--- src/sv/ppm_frame_decoder_macros.svh ---
// ----------------------------------------------------------------------------
// PPM frame decoder assertion macros
// Clocked assertion helpers used by the decoder top level; empty when ASSERT_OFF.
// ----------------------------------------------------------------------------
`ifndef PPM_FRAME_DECODER_MACROS_SVH
`define PPM_FRAME_DECODER_MACROS_SVH

`ifndef ASSERT_OFF
// prop is checked on every rising clk edge outside reset
`define PFD_ASSERT(lbl, prop) \
	lbl: assert property (@(posedge clk) disable iff (!arst_n) (prop)) \
		else $error("pfd: assertion failed");
// expr must never be true outside reset
`define PFD_ASSERT_NEVER(lbl, expr) \
	`PFD_ASSERT(lbl, !(expr))
`else
`define PFD_ASSERT(lbl, prop)
`define PFD_ASSERT_NEVER(lbl, expr)
`endif

`endif

--- src/sv/pfd_pkg.sv ---
// ----------------------------------------------------------------------------
// PPM frame decoder package
// Widths, register indexes, FSM state type and controller/datapath structs.
// ----------------------------------------------------------------------------
package pfd_pkg;

	localparam int EDGE_W     = 32;
	localparam int SYNC_W     = 16;
	localparam int CNT_W      = 4;
	localparam int IDX_W      = 3;
	localparam int WIDTH_W    = 16;
	localparam int CFG_IDX_W  = 1;
	localparam int CFG_DATA_W = 16;
	localparam int OUT_DATA_W = 24;
	localparam int OUT_PAD_W  = OUT_DATA_W - IDX_W - WIDTH_W;

	// configuration register indexes
	localparam logic [CFG_IDX_W-1:0] REG_SYNC_LENGTH   = 1'd0;
	localparam logic [CFG_IDX_W-1:0] REG_CHANNEL_COUNT = 1'd1;

	localparam logic [SYNC_W-1:0] SYNC_LENGTH_RST   = 16'd4000;
	localparam logic [CNT_W-1:0]  CHANNEL_COUNT_RST = 4'd8;

	typedef enum logic [0:0] {
		ST_IDLE,
		ST_EMIT
	} pfd_state_t;

	// controller -> datapath
	typedef struct packed {
		logic take;   // input transaction accepted this cycle
		logic load;   // load next channel result into output register
	} pfd_cmd_t;

	// datapath -> controller
	typedef struct packed {
		logic sync;      // gap of incoming edge reaches sync length
		logic cnt_zero;  // effective channel count is zero
		logic last;      // emit counter points at final channel
		logic out_free;  // output register can take a result
	} pfd_sts_t;

endpackage

--- src/sv/pfd_ctrl.sv ---
// ----------------------------------------------------------------------------
// PPM frame decoder controller
// Two-state sequencer: take an edge, then stream the channel table on sync.
// ----------------------------------------------------------------------------
module pfd_ctrl (
	input  logic              clk,
	input  logic              arst_n,
	input  logic              s_tvalid,
	output logic              s_tready,
	input  pfd_pkg::pfd_sts_t sts,
	output pfd_pkg::pfd_cmd_t cmd
);
	import pfd_pkg::*;

	pfd_state_t state_q;
	pfd_state_t state_d;

	always_ff @(posedge clk or negedge arst_n) begin
		if (!arst_n) begin
			state_q <= ST_IDLE;
		end else begin
			state_q <= state_d;
		end
	end

	always_comb begin
		state_d  = state_q;
		s_tready = 1'b0;
		cmd      = '0;
		case (state_q)
			ST_IDLE: begin
				s_tready = 1'b1;
				if (s_tvalid) begin
					cmd.take = 1'b1;
					if (sts.sync && !sts.cnt_zero) begin
						state_d = ST_EMIT;
					end
				end
			end
			ST_EMIT: begin
				if (sts.out_free) begin
					cmd.load = 1'b1;
					if (sts.last) begin
						state_d = ST_IDLE;
					end
				end
			end
			default: begin
				state_d = ST_IDLE;
			end
		endcase
	end

endmodule

--- src/sv/pfd_datapath.sv ---
// ----------------------------------------------------------------------------
// PPM frame decoder datapath
// Gap subtract/compare, channel width table, emit counter, output register.
// ----------------------------------------------------------------------------
module pfd_datapath #(
	parameter int MAX_CHANNELS = 8
) (
	input  logic                              clk,
	input  logic                              arst_n,
	input  logic                              cfg_we,
	input  logic [pfd_pkg::CFG_IDX_W-1:0]     cfg_index,
	input  logic [pfd_pkg::CFG_DATA_W-1:0]    cfg_wdata,
	input  logic [pfd_pkg::EDGE_W-1:0]        edge_time,
	input  pfd_pkg::pfd_cmd_t                 cmd,
	output pfd_pkg::pfd_sts_t                 sts,
	output logic                              m_tvalid,
	input  logic                              m_tready,
	output logic [pfd_pkg::OUT_DATA_W-1:0]    m_tdata,
	output logic                              m_tlast
);
	import pfd_pkg::*;

	localparam int TW = (MAX_CHANNELS > 1) ? $clog2(MAX_CHANNELS) : 1;

	logic [SYNC_W-1:0]  sync_len_q;
	logic [CNT_W-1:0]   chan_cnt_q;
	logic [EDGE_W-1:0]  last_edge_q;
	logic [CNT_W-1:0]   next_ch_q;
	logic [CNT_W-1:0]   emit_q;
	logic [WIDTH_W-1:0] widths_q [MAX_CHANNELS];

	logic [OUT_DATA_W-1:0] out_data_q;
	logic                  out_valid_q;
	logic                  out_last_q;

	logic [EDGE_W-1:0] gap;
	logic [CNT_W-1:0]  count;
	logic              last_ch;

	assign gap = edge_time - last_edge_q;

	// clamp the programmed channel count to the table depth
	assign count = ({1'b0, chan_cnt_q} > (CNT_W+1)'(MAX_CHANNELS))
		? CNT_W'(MAX_CHANNELS) : chan_cnt_q;

	assign last_ch = (CNT_W'(emit_q + 1'b1) == count);

	assign sts.sync     = (gap >= {{(EDGE_W-SYNC_W){1'b0}}, sync_len_q});
	assign sts.cnt_zero = (count == '0);
	assign sts.last     = last_ch;
	assign sts.out_free = !out_valid_q || m_tready;

	always_ff @(posedge clk or negedge arst_n) begin
		if (!arst_n) begin
			sync_len_q <= SYNC_LENGTH_RST;
			chan_cnt_q <= CHANNEL_COUNT_RST;
		end else if (cfg_we) begin
			case (cfg_index)
				REG_SYNC_LENGTH:   sync_len_q <= cfg_wdata[SYNC_W-1:0];
				REG_CHANNEL_COUNT: chan_cnt_q <= cfg_wdata[CNT_W-1:0];
				default: ;
			endcase
		end
	end

	always_ff @(posedge clk or negedge arst_n) begin
		if (!arst_n) begin
			last_edge_q <= '0;
			next_ch_q   <= '0;
			emit_q      <= '0;
			for (int i = 0; i < MAX_CHANNELS; i++) begin
				widths_q[i] <= '0;
			end
		end else begin
			if (cmd.take) begin
				last_edge_q <= edge_time;
				if (sts.sync) begin
					next_ch_q <= '0;
					emit_q    <= '0;
				end else if (next_ch_q < count) begin
					widths_q[next_ch_q[TW-1:0]] <= gap[WIDTH_W-1:0];
					next_ch_q <= CNT_W'(next_ch_q + 1'b1);
				end
			end
			if (cmd.load) begin
				emit_q <= CNT_W'(emit_q + 1'b1);
			end
		end
	end

	always_ff @(posedge clk or negedge arst_n) begin
		if (!arst_n) begin
			out_valid_q <= 1'b0;
		end else if (cmd.load) begin
			out_valid_q <= 1'b1;
		end else if (m_tready) begin
			out_valid_q <= 1'b0;
		end
	end

	always_ff @(posedge clk) begin
		if (cmd.load) begin
			out_data_q <= {{OUT_PAD_W{1'b0}}, widths_q[emit_q[TW-1:0]], emit_q[IDX_W-1:0]};
			out_last_q <= last_ch;
		end
	end

	assign m_tvalid = out_valid_q;
	assign m_tdata  = out_data_q;
	assign m_tlast  = out_last_q;

endmodule

--- src/sv/ppm_frame_decoder.sv ---
// ----------------------------------------------------------------------------
// PPM frame decoder
// Turns falling-edge timestamps of a PPM stream into per-channel pulse widths.
// ----------------------------------------------------------------------------
// Each input transaction carries one falling-edge timestamp in microseconds
// (wrapping modulo 2^32). The gap to the previous edge is taken in the cycle
// the transaction is accepted. A gap shorter than sync_length is stored as
// the width of the next channel of the frame, up to channel_count channels
// (clamped to MAX_CHANNELS); further short gaps only move the timestamp on.
// A gap of at least sync_length is the frame sync: the channel index restarts,
// the first channel_count widths (clamped) go out, channel 0 first, one result
// per cycle while the sink keeps up, with tlast on the final channel. Widths
// persist across frames and are zero after reset; the very first gap is
// measured from timestamp 0. A non-sync edge does not hold the input; a sync
// edge with channels to send holds it while the table streams out, paced by
// the single output register and its emit counter and by sink stalls. The
// next edge may be accepted while the last result still waits in the output
// register. The user must write configuration only while idle; the block does not enforce it.
// ----------------------------------------------------------------------------
`include "ppm_frame_decoder_macros.svh"

module ppm_frame_decoder #(
	parameter int MAX_CHANNELS = 8
) (
	input  logic                           clk,
	input  logic                           arst_n,
	// configuration: 0 = sync_length, 1 = channel_count
	input  logic                           cfg_we,
	input  logic [pfd_pkg::CFG_IDX_W-1:0]  cfg_index,
	input  logic [pfd_pkg::CFG_DATA_W-1:0] cfg_wdata,
	// edge timestamps
	input  logic                           s_tvalid,
	output logic                           s_tready,
	input  logic [pfd_pkg::EDGE_W-1:0]     s_tdata,   // [31:0] edge_time
	// channel results
	output logic                           m_tvalid,
	input  logic                           m_tready,
	output logic [pfd_pkg::OUT_DATA_W-1:0] m_tdata,   // [2:0] channel_index,
	                                                  // [18:3] pulse_width,
	                                                  // [23:19] zero
	output logic                           m_tlast    // frame_last
);
	import pfd_pkg::*;

	pfd_cmd_t cmd;
	pfd_sts_t sts;

	// sequencer: idle / streaming the table
	pfd_ctrl u_ctrl (
		.clk      (clk),
		.arst_n   (arst_n),
		.s_tvalid (s_tvalid),
		.s_tready (s_tready),
		.sts      (sts),
		.cmd      (cmd)
	);

	// gap arithmetic, width table and output register
	pfd_datapath #(
		.MAX_CHANNELS (MAX_CHANNELS)
	) u_dp (
		.clk       (clk),
		.arst_n    (arst_n),
		.cfg_we    (cfg_we),
		.cfg_index (cfg_index),
		.cfg_wdata (cfg_wdata),
		.edge_time (s_tdata),
		.cmd       (cmd),
		.sts       (sts),
		.m_tvalid  (m_tvalid),
		.m_tready  (m_tready),
		.m_tdata   (m_tdata),
		.m_tlast   (m_tlast)
	);

	// an edge is never taken in the same cycle as a result is loaded
	`PFD_ASSERT_NEVER(a_take_load_excl, cmd.take && cmd.load)
	// a sync with channels to send blocks the input on the next cycle
	`PFD_ASSERT(a_sync_blocks_input, cmd.take && sts.sync && !sts.cnt_zero |=> !s_tready)
	// loading the final channel presents a valid result flagged last
	`PFD_ASSERT(a_last_loaded, cmd.load && sts.last |=> m_tvalid && m_tlast)
	// a result is only loaded when the output register has room
	`PFD_ASSERT(a_load_has_room, cmd.load |-> sts.out_free)

endmodule

--- config.mk ---
export PLATFORM = sky130hd
export DESIGN_NAME = ppm_frame_decoder
export DESIGN_NICKNAME = d
export VERILOG_FILES = /design/src/sv/pfd_pkg.sv /design/src/sv/pfd_ctrl.sv /design/src/sv/pfd_datapath.sv /design/src/sv/ppm_frame_decoder.sv
export VERILOG_INCLUDE_DIRS = /design/src /design/src/sv
export SDC_FILE = /design/constraint.sdc
export NUM_CORES = 1
export LEC_CHECK = 0
export BUFFER_PORTS_ARGS = -buffer_cell sky130_fd_sc_hd__buf_2
export CORE_AREA = 3 3 173 175
export DETAILED_ROUTE_END_ITERATION = 10
export DIE_AREA = 0 0 176 178
export PLACE_DENSITY = 0.55
export SLEW_MARGIN = 25
export SYNTH_ARGS = -nofsm -noshare
export SYNTH_HDL_FRONTEND = slang
export SYNTH_SLANG_ARGS = --single-unit
--- constraint.sdc ---
create_clock -name clk -period 6.6 [get_ports clk]
set_clock_uncertainty 0.05 [all_clocks]
set_input_delay 0.66 -clock clk [delete_from_list [all_inputs] [get_ports clk]]
set_output_delay 0.66 -clock clk [all_outputs]
set_load 0.02 [all_outputs]
==> results of run 1 <==
-- layout make-up --
class / count / area share
clock inverters: 6 / 0.003462
flip-flops and latches: 210 / 0.4124
multi-input cells: 639 / 0.4226
repair buffers: 105 / 0.05068
clock buffers: 40 / 0.05549
well taps: 384 / 0.03693
inverters: 64 / 0.01847
-- Yosys cell counts, types with 7 or more instances --
library cell	n
nand2b_1	7
nor4_4	8
a211oi_1	7
mux4_2	32
nor2_1	27
buf_2	8
a21oi_1	36
mux2i_1	8
nand2_1	101
edfxtp_1	20
dfstp_2	7
xor2_1	12
dfrtp_1	183
o21ai_0	76
ha_1	52
a21o_1	12
inv_1	64
nand3_1	8
mux2_2	113
xnor2_1	16
mux2_1	27
clkbuf_1	22
a31oi_1	7
nor3_1	8
-- registers in the layout (all words and copies together), names as in the netlist --
signal            flops
u_dp.widths_q       128
u_dp.last_edge_q     32
u_dp.m_tdata         19
u_dp.sync_len_q      16
u_dp.chan_cnt_q       4
u_dp.emit_q           4
u_dp.next_ch_q        4
u_ctrl.state_q        1
u_dp.m_tlast          1
u_dp.m_tvalid         1
-- cell usage in the layout, fill, tap and decap left out, types with 5 or more instances in the layout --
cell type,netlist,routed
clkbuf_1,22,11
mux2i_1,8,8
o211ai_1,6,6
clkbuf_16,0,25
inv_1,64,63
buf_4,6,26
a21oi_1,36,36
dfstp_2,7,7
nor4_4,8,8
buf_2,8,74
mux4_2,32,32
mux2_1,27,27
clkbuf_8,0,5
nand4_1,6,6
mux2_2,113,113
ha_1,52,52
a31oi_1,7,7
conb_1,1,5
edfxtp_1,20,20
xnor2_1,16,16
xor2_1,12,12
nand2b_1,7,7
clkinv_2,0,5
nor2_1,27,27
o21ai_0,76,76
nand3_1,8,8
nand2_1,101,101
nor3_1,8,8
dfrtp_1,183,182
a21o_1,12,12
a211oi_1,7,6
-- worst paths after layout --
path | start | depth (start not counted) | slack, ns | endpoint
setup reg to reg | u_dp.last_edge_q[6] | 18 | 0.85 | u_dp.widths_q[45]
min in group clk | cfg_wdata[12] | 3 | 0.29 | u_dp.sync_len_q[12]
max in group asynchronous | arst_n | 2 | 5.07 | u_dp.widths_q[65]
hold / removal | arst_n | 1 | 0.13 | u_dp.widths_q[90]
setup / recovery | u_dp.last_edge_q[6] | 18 | 0.85 | u_dp.widths_q[45]
hold reg to reg | u_dp.widths_q[13] | 1 | 0.43 | u_dp.widths_q[13]
-- per-stage QoR --
stage	setup WS [ns]	std cells	hold slack (ns)
6_report	0.8548	1448	0.1313
5_1_grt	0.4072	1448	0.2006
4_1_cts	0.8446	1448	0.1769
3_5_place_dp	0.4357	1402	0.4233
3_3_place_gp	0.5305	1402	0.4144
2_1_floorplan	1.227	958	0.3144
-- cell families after synthesis --
logic type,count (synthesis),synth area share
other,1,0.0003319
buffers and inverters,109,0.04175
AND/OR/NAND/NOR,188,0.08882
AO/OA/AOI/OAI,184,0.1014
adder cells (fa/ha/maj),53,0.05936
XOR/XNOR,29,0.02315
flip-flops,210,0.4748
multiplexers,180,0.2104
-- layer usage --
layer	vias to the layer above	track usage	part of all wire
met5	-	0	0
met1	3738	0.2494	0.49
met3	38	0.02554	0.039
met2	148	0.2754	0.45
met4	0	0.03398	0.018
li1	3623	-	-
-- where the power goes --
group          switching, mW  internal (mW)  total (mW)  leakage [nW]
combinational           1.57          0.838        2.41          2.97
clock                  0.537          0.751        1.29         0.379
sequential            0.0639           1.48        1.55          2.70
total                   2.17           3.07        5.24          6.05
==> results.cfg, run 1 <==
[status]
outcome = completed

[clocking]
post-cts-setup-buffers = 0
clk_latency_ns = 0.54
root_buffer = clkbuf_16
cts_hold_buf = 0
cts_buffer_depth = 3
cts_buffers = 25
cts_max_level = 1
cts_tree = built
clock-sinks = 210
clk_pin_slew_ns = 0.06
cts_resized = 0

[synth]
netlist_instances = 954
async_flop_share = 0.9048
syn_area_sq_mm = 0.01130
synth.distinct_cells = 69
synth.top_cell.area_share = 0.4053
synth_top_cell_by_area = dfrtp_1
synth-seq-cells = 210
synth-seq-area-share = 0.4748
synth-edff-count = 20
ys.flop_type = dfrtp_1
yosys_warnings = 0
synth_area_per_cell_sq_um = 11.84
yosys-top-cells-area = dfrtp_1 (41%), mux2_2 (11%), mux4_2 (6.4%)

[worst_hold_path]
hp-class = input port to asynchronous set/reset pin

[power_and_ir_drop]
ir_worst_vdd_mv = 0.2599
total_power_mw = 5.241
leakagePower_nw = 6.049
p_per_area_mw_per_mm2 = 402.8

[worst_setup_path]
critPathArrivalTime_ns = 6.10
critPathKind = flop to flop
cpPeakStageDelay_ns = 0.70
path_cells = inv_1, ha_1, a21o_1, a211oi_1, a21oi_2, a31o_2, xor2_1, ha_1, a21o_1, a21o_1, a21oi_1, nand2_1, or3_1, a2111oi_2, nand4b_4, nor4_4, buf_4, mux2_2
worst_setup_path_start_kind = flop
critical_path_required_ns = 6.95
cp.buffers_inverters = 2
end_kind = flop
cp_max_fo = 16
crit_path_frequent_cell = a21o_1
cp_slowest_cell = xor2_1
crit_family = compound AO/OA/AOI/OAI gates

[flow_run]
drv_cap = 0

[place]
hpwl_um = 18330
routabilityCongestion = 0.8373
port_buffers = 75
place_area_sq_mm = 0.01223

[drt]
via_per_inst = 5.212
ant_nets = 0
drc = 0
routedWlPerCell_um = 18.07
drtIter0Drc = 340
first_pass_iters = 6
drt_wl_total_um = 26160
via_count = 7547

[sta]
setup_violations = 0
max_freq_mhz = 174.1
worst_pin_slew_ns = 0.9986
slew_headroom = 0.3295
post-route-min-period_ns = 5.745
rsz0062_at_grt = false
hold_viol = 0
fin_crit_sh = 0.8705
finalSetupTns_ns = 0
maxSlewViolCount = 0

[grt]
grt_overflow_total = 0
grt_usage = 0.1715
grt_pass1_wl_um = 42810
antenna_found_initial = 0
first_global_vias = 7692
grt_max_degree = 94

[die]
die_y_um = 178
core_sq_mm = 0.02863
initial_core_util = 0.3947
io_pins = 81
dieArea_sq_mm = 0.03133
rows = 62
die_width_um = 176

[cells_and_area]
drive_above_1_share = 0.2998
final_cell_area_sq_mm = 0.01301
diodes = 0
nets = 1152
multi_input_area_sq_mm = 0.005498
syn_to_final_growth_pct = 15.15
fill_cells = 2670
ff_latch_area_sq_mm = 0.005365
final_core_util = 0.4545
(Power assumes the default switching activity.)
==> inputs of run 2 (changes only) <==
Clock period 6.6 ns to 6.95 ns, I/O delays scaled along.
==> run 2 against run 1 <==
Effect of this change:
- hold slack improved by 0.011 ns
- non-clock buffer count decreased by 2
- flip-flop and latch count unchanged
- clock power increased by 6%
- critical endpoint is now u_dp.widths_q[5]
- global-route usage increased by 0.21 points
- die area unchanged
- sequential share of layout area decreased by 0.15 points
- largest cell class unchanged
==> results.cfg, run 2 (same netlist as run 1, synthesis figures left out) <==
[worst_setup_path]
r2r-start = u_dp.last_edge_q[0]
cp_max_fo = 16
rr_endpoint = u_dp.widths_q[5]
startpoint = s_tdata[0]
cp.buffers_inverters = 4
cpPeakStageDelay_ns = 0.44
critical_path_required_ns = 7.30
crit_family = compound AO/OA/AOI/OAI gates
path_depth = 20
r2r_slack_ns = 1.39
critPathKind = input port to flop
ff2ff_path_depth = 18
endpoint = u_dp.widths_q[5]
worst_setup_path_start_kind = input port
end_kind = flop
cp_slowest_cell = nand4b_4
path_cells = buf_2, inv_1, ha_1, inv_1, fa_1, a211oi_2, o211ai_1, a31oi_1, xnor2_1, ha_1, a21o_1, a21o_1, a21oi_1, nand2_1, or3_1, a2111oi_2, nand4b_4, nor4_4, buf_4, mux2_2
critPathArrivalTime_ns = 5.92

[drt]
first_pass_iters = 7
wl_met2_um = 12220
wl_met1_um = 12560
routedWlPerCell_um = 18.37
drc = 0
via_per_inst = 5.211
drt_wl_total_um = 26550
ant_nets = 0
drtIter0Drc = 439
wl_met3_um = 1260
highest_layer = met4
via_count = 7530

[flow_run]
drv_cap = 0

[die]
die_width_um = 176
die_y_um = 178
core_sq_mm = 0.02863
rows = 62
dieArea_sq_mm = 0.03133
initial_core_util = 0.3947
io_pins = 81

[sta]
max_freq_mhz = 179.6
hold_viol = 0
rsz0062_at_grt = false
finalSetupTns_ns = 0
post-route-min-period_ns = 5.567
setup_ws_ns = 1.383
fin_crit_sh = 0.8011
maxSlewViolCount = 0
setup_violations = 0
slew_headroom = 0.3451
worst_pin_slew_ns = 0.9754

[clocking]
clock-sinks = 210
cts_tree = built
post-cts-setup-buffers = 0
cts_max_level = 1
cts_resized = 0
root_buffer = clkbuf_16
cts_buffer_depth = 3
clk_pin_slew_ns = 0.06
cts_buffers = 25
clk_latency_ns = 0.52
cts_hold_buf = 0

[place]
pre_cts_ws_ns = 0.7520
port_buffers = 75
hpwl_um = 18350
routabilityCongestion = 0.8492

[cells_and_area]
diodes = 0
largest_reg_flops = 128
layout_commonest_cell = dfrtp_1
nets = 1150
drive_above_1_share = 0.3063
mostFrequentLayoutCells = dfrtp_1 (182), mux2_2 (113), nand2_1 (101)
syn_to_final_growth_pct = 15.56
top_register = u_dp.widths_q

[grt]
grt_max_degree = 80
antenna_found_initial = 0
grt_usage = 0.1736
grt_pass1_wl_um = 43180
grt_overflow_total = 0
first_global_vias = 7695

[status]
outcome = completed

[power_and_ir_drop]
leakagePower_nw = 6.084
ir_worst_vdd_mv = 0.2084
p_per_area_mw_per_mm2 = 394.5

[worst_hold_path]
hp-class = input port to asynchronous set/reset pin
[run 2: changes by cell type in the layout (fill, tap and decap cells not counted)]
cell | previous run | this run
clkbuf_1 | 11 | 2
buf_12 | 4 | 0
clkbuf_8 | 5 | 9
bufinv_16 | 0 | 3
buf_4 | 26 | 28
inv_6 | 0 | 2
clkinv_2 | 5 | 4
clkinvlp_4 | 0 | 1
inv_16 | 1 | 0
[run 2: where the power goes]
part           leakage (nW)  internal (mW)  switching, mW
clock                 0.435          0.855          0.512
sequential             2.70           1.41         0.0612
combinational          2.95          0.806           1.51
[run 2: stage by stage]
stage	util	total power, mW	instance area, sq um	instances	hold slack, ns
floorplan	-	3.013	11310	958	0.3494
global placement	0.4251	3.802	12170	1400	0.4135
detailed placement	0.4251	3.812	12170	1400	0.4208
CTS	0.4558	5.210	13050	1445	0.1775
global route	0.4561	5.537	13060	1445	0.1933
finish	0.4561	5.151	13060	1445	0.1423
[run 2: how the worst min path moves through the flow]
stage	slack [ns]	end	cells past startpoint	from
4_1_cts	0.18	u_dp.widths_q[123]	1	arst_n
2_1_floorplan	0.35	u_ctrl.state_q	0	arst_n
6_report	0.14	u_dp.widths_q[123]	1	arst_n
3_5_place_dp	0.42	u_dp.widths_q[14]	1	u_dp.widths_q[14]
3_3_place_gp	0.41	u_dp.widths_q[14]	1	u_dp.widths_q[14]
5_1_grt	0.19	u_dp.widths_q[123]	1	arst_n
[run 2: final cells by class]
type / instances / area [sq um]
Sequential cell: 210 / 5365
Tap cell: 384 / 480.5
Clock buffer: 35 / 743.2
Inverter: 64 / 240.2
Timing Repair Buffer: 103 / 594.3
Clock inverter: 10 / 135.1
Fill cell: 2657 / 15570
Multi-Input combinational cell: 639 / 5498
[run 2: per-layer routing]
metal	track usage	up-vias
met1	0.2483	3719
met2	0.2790	160
met5	0	-
met3	0.03299	40
met4	0.03332	0
li1	-	3611
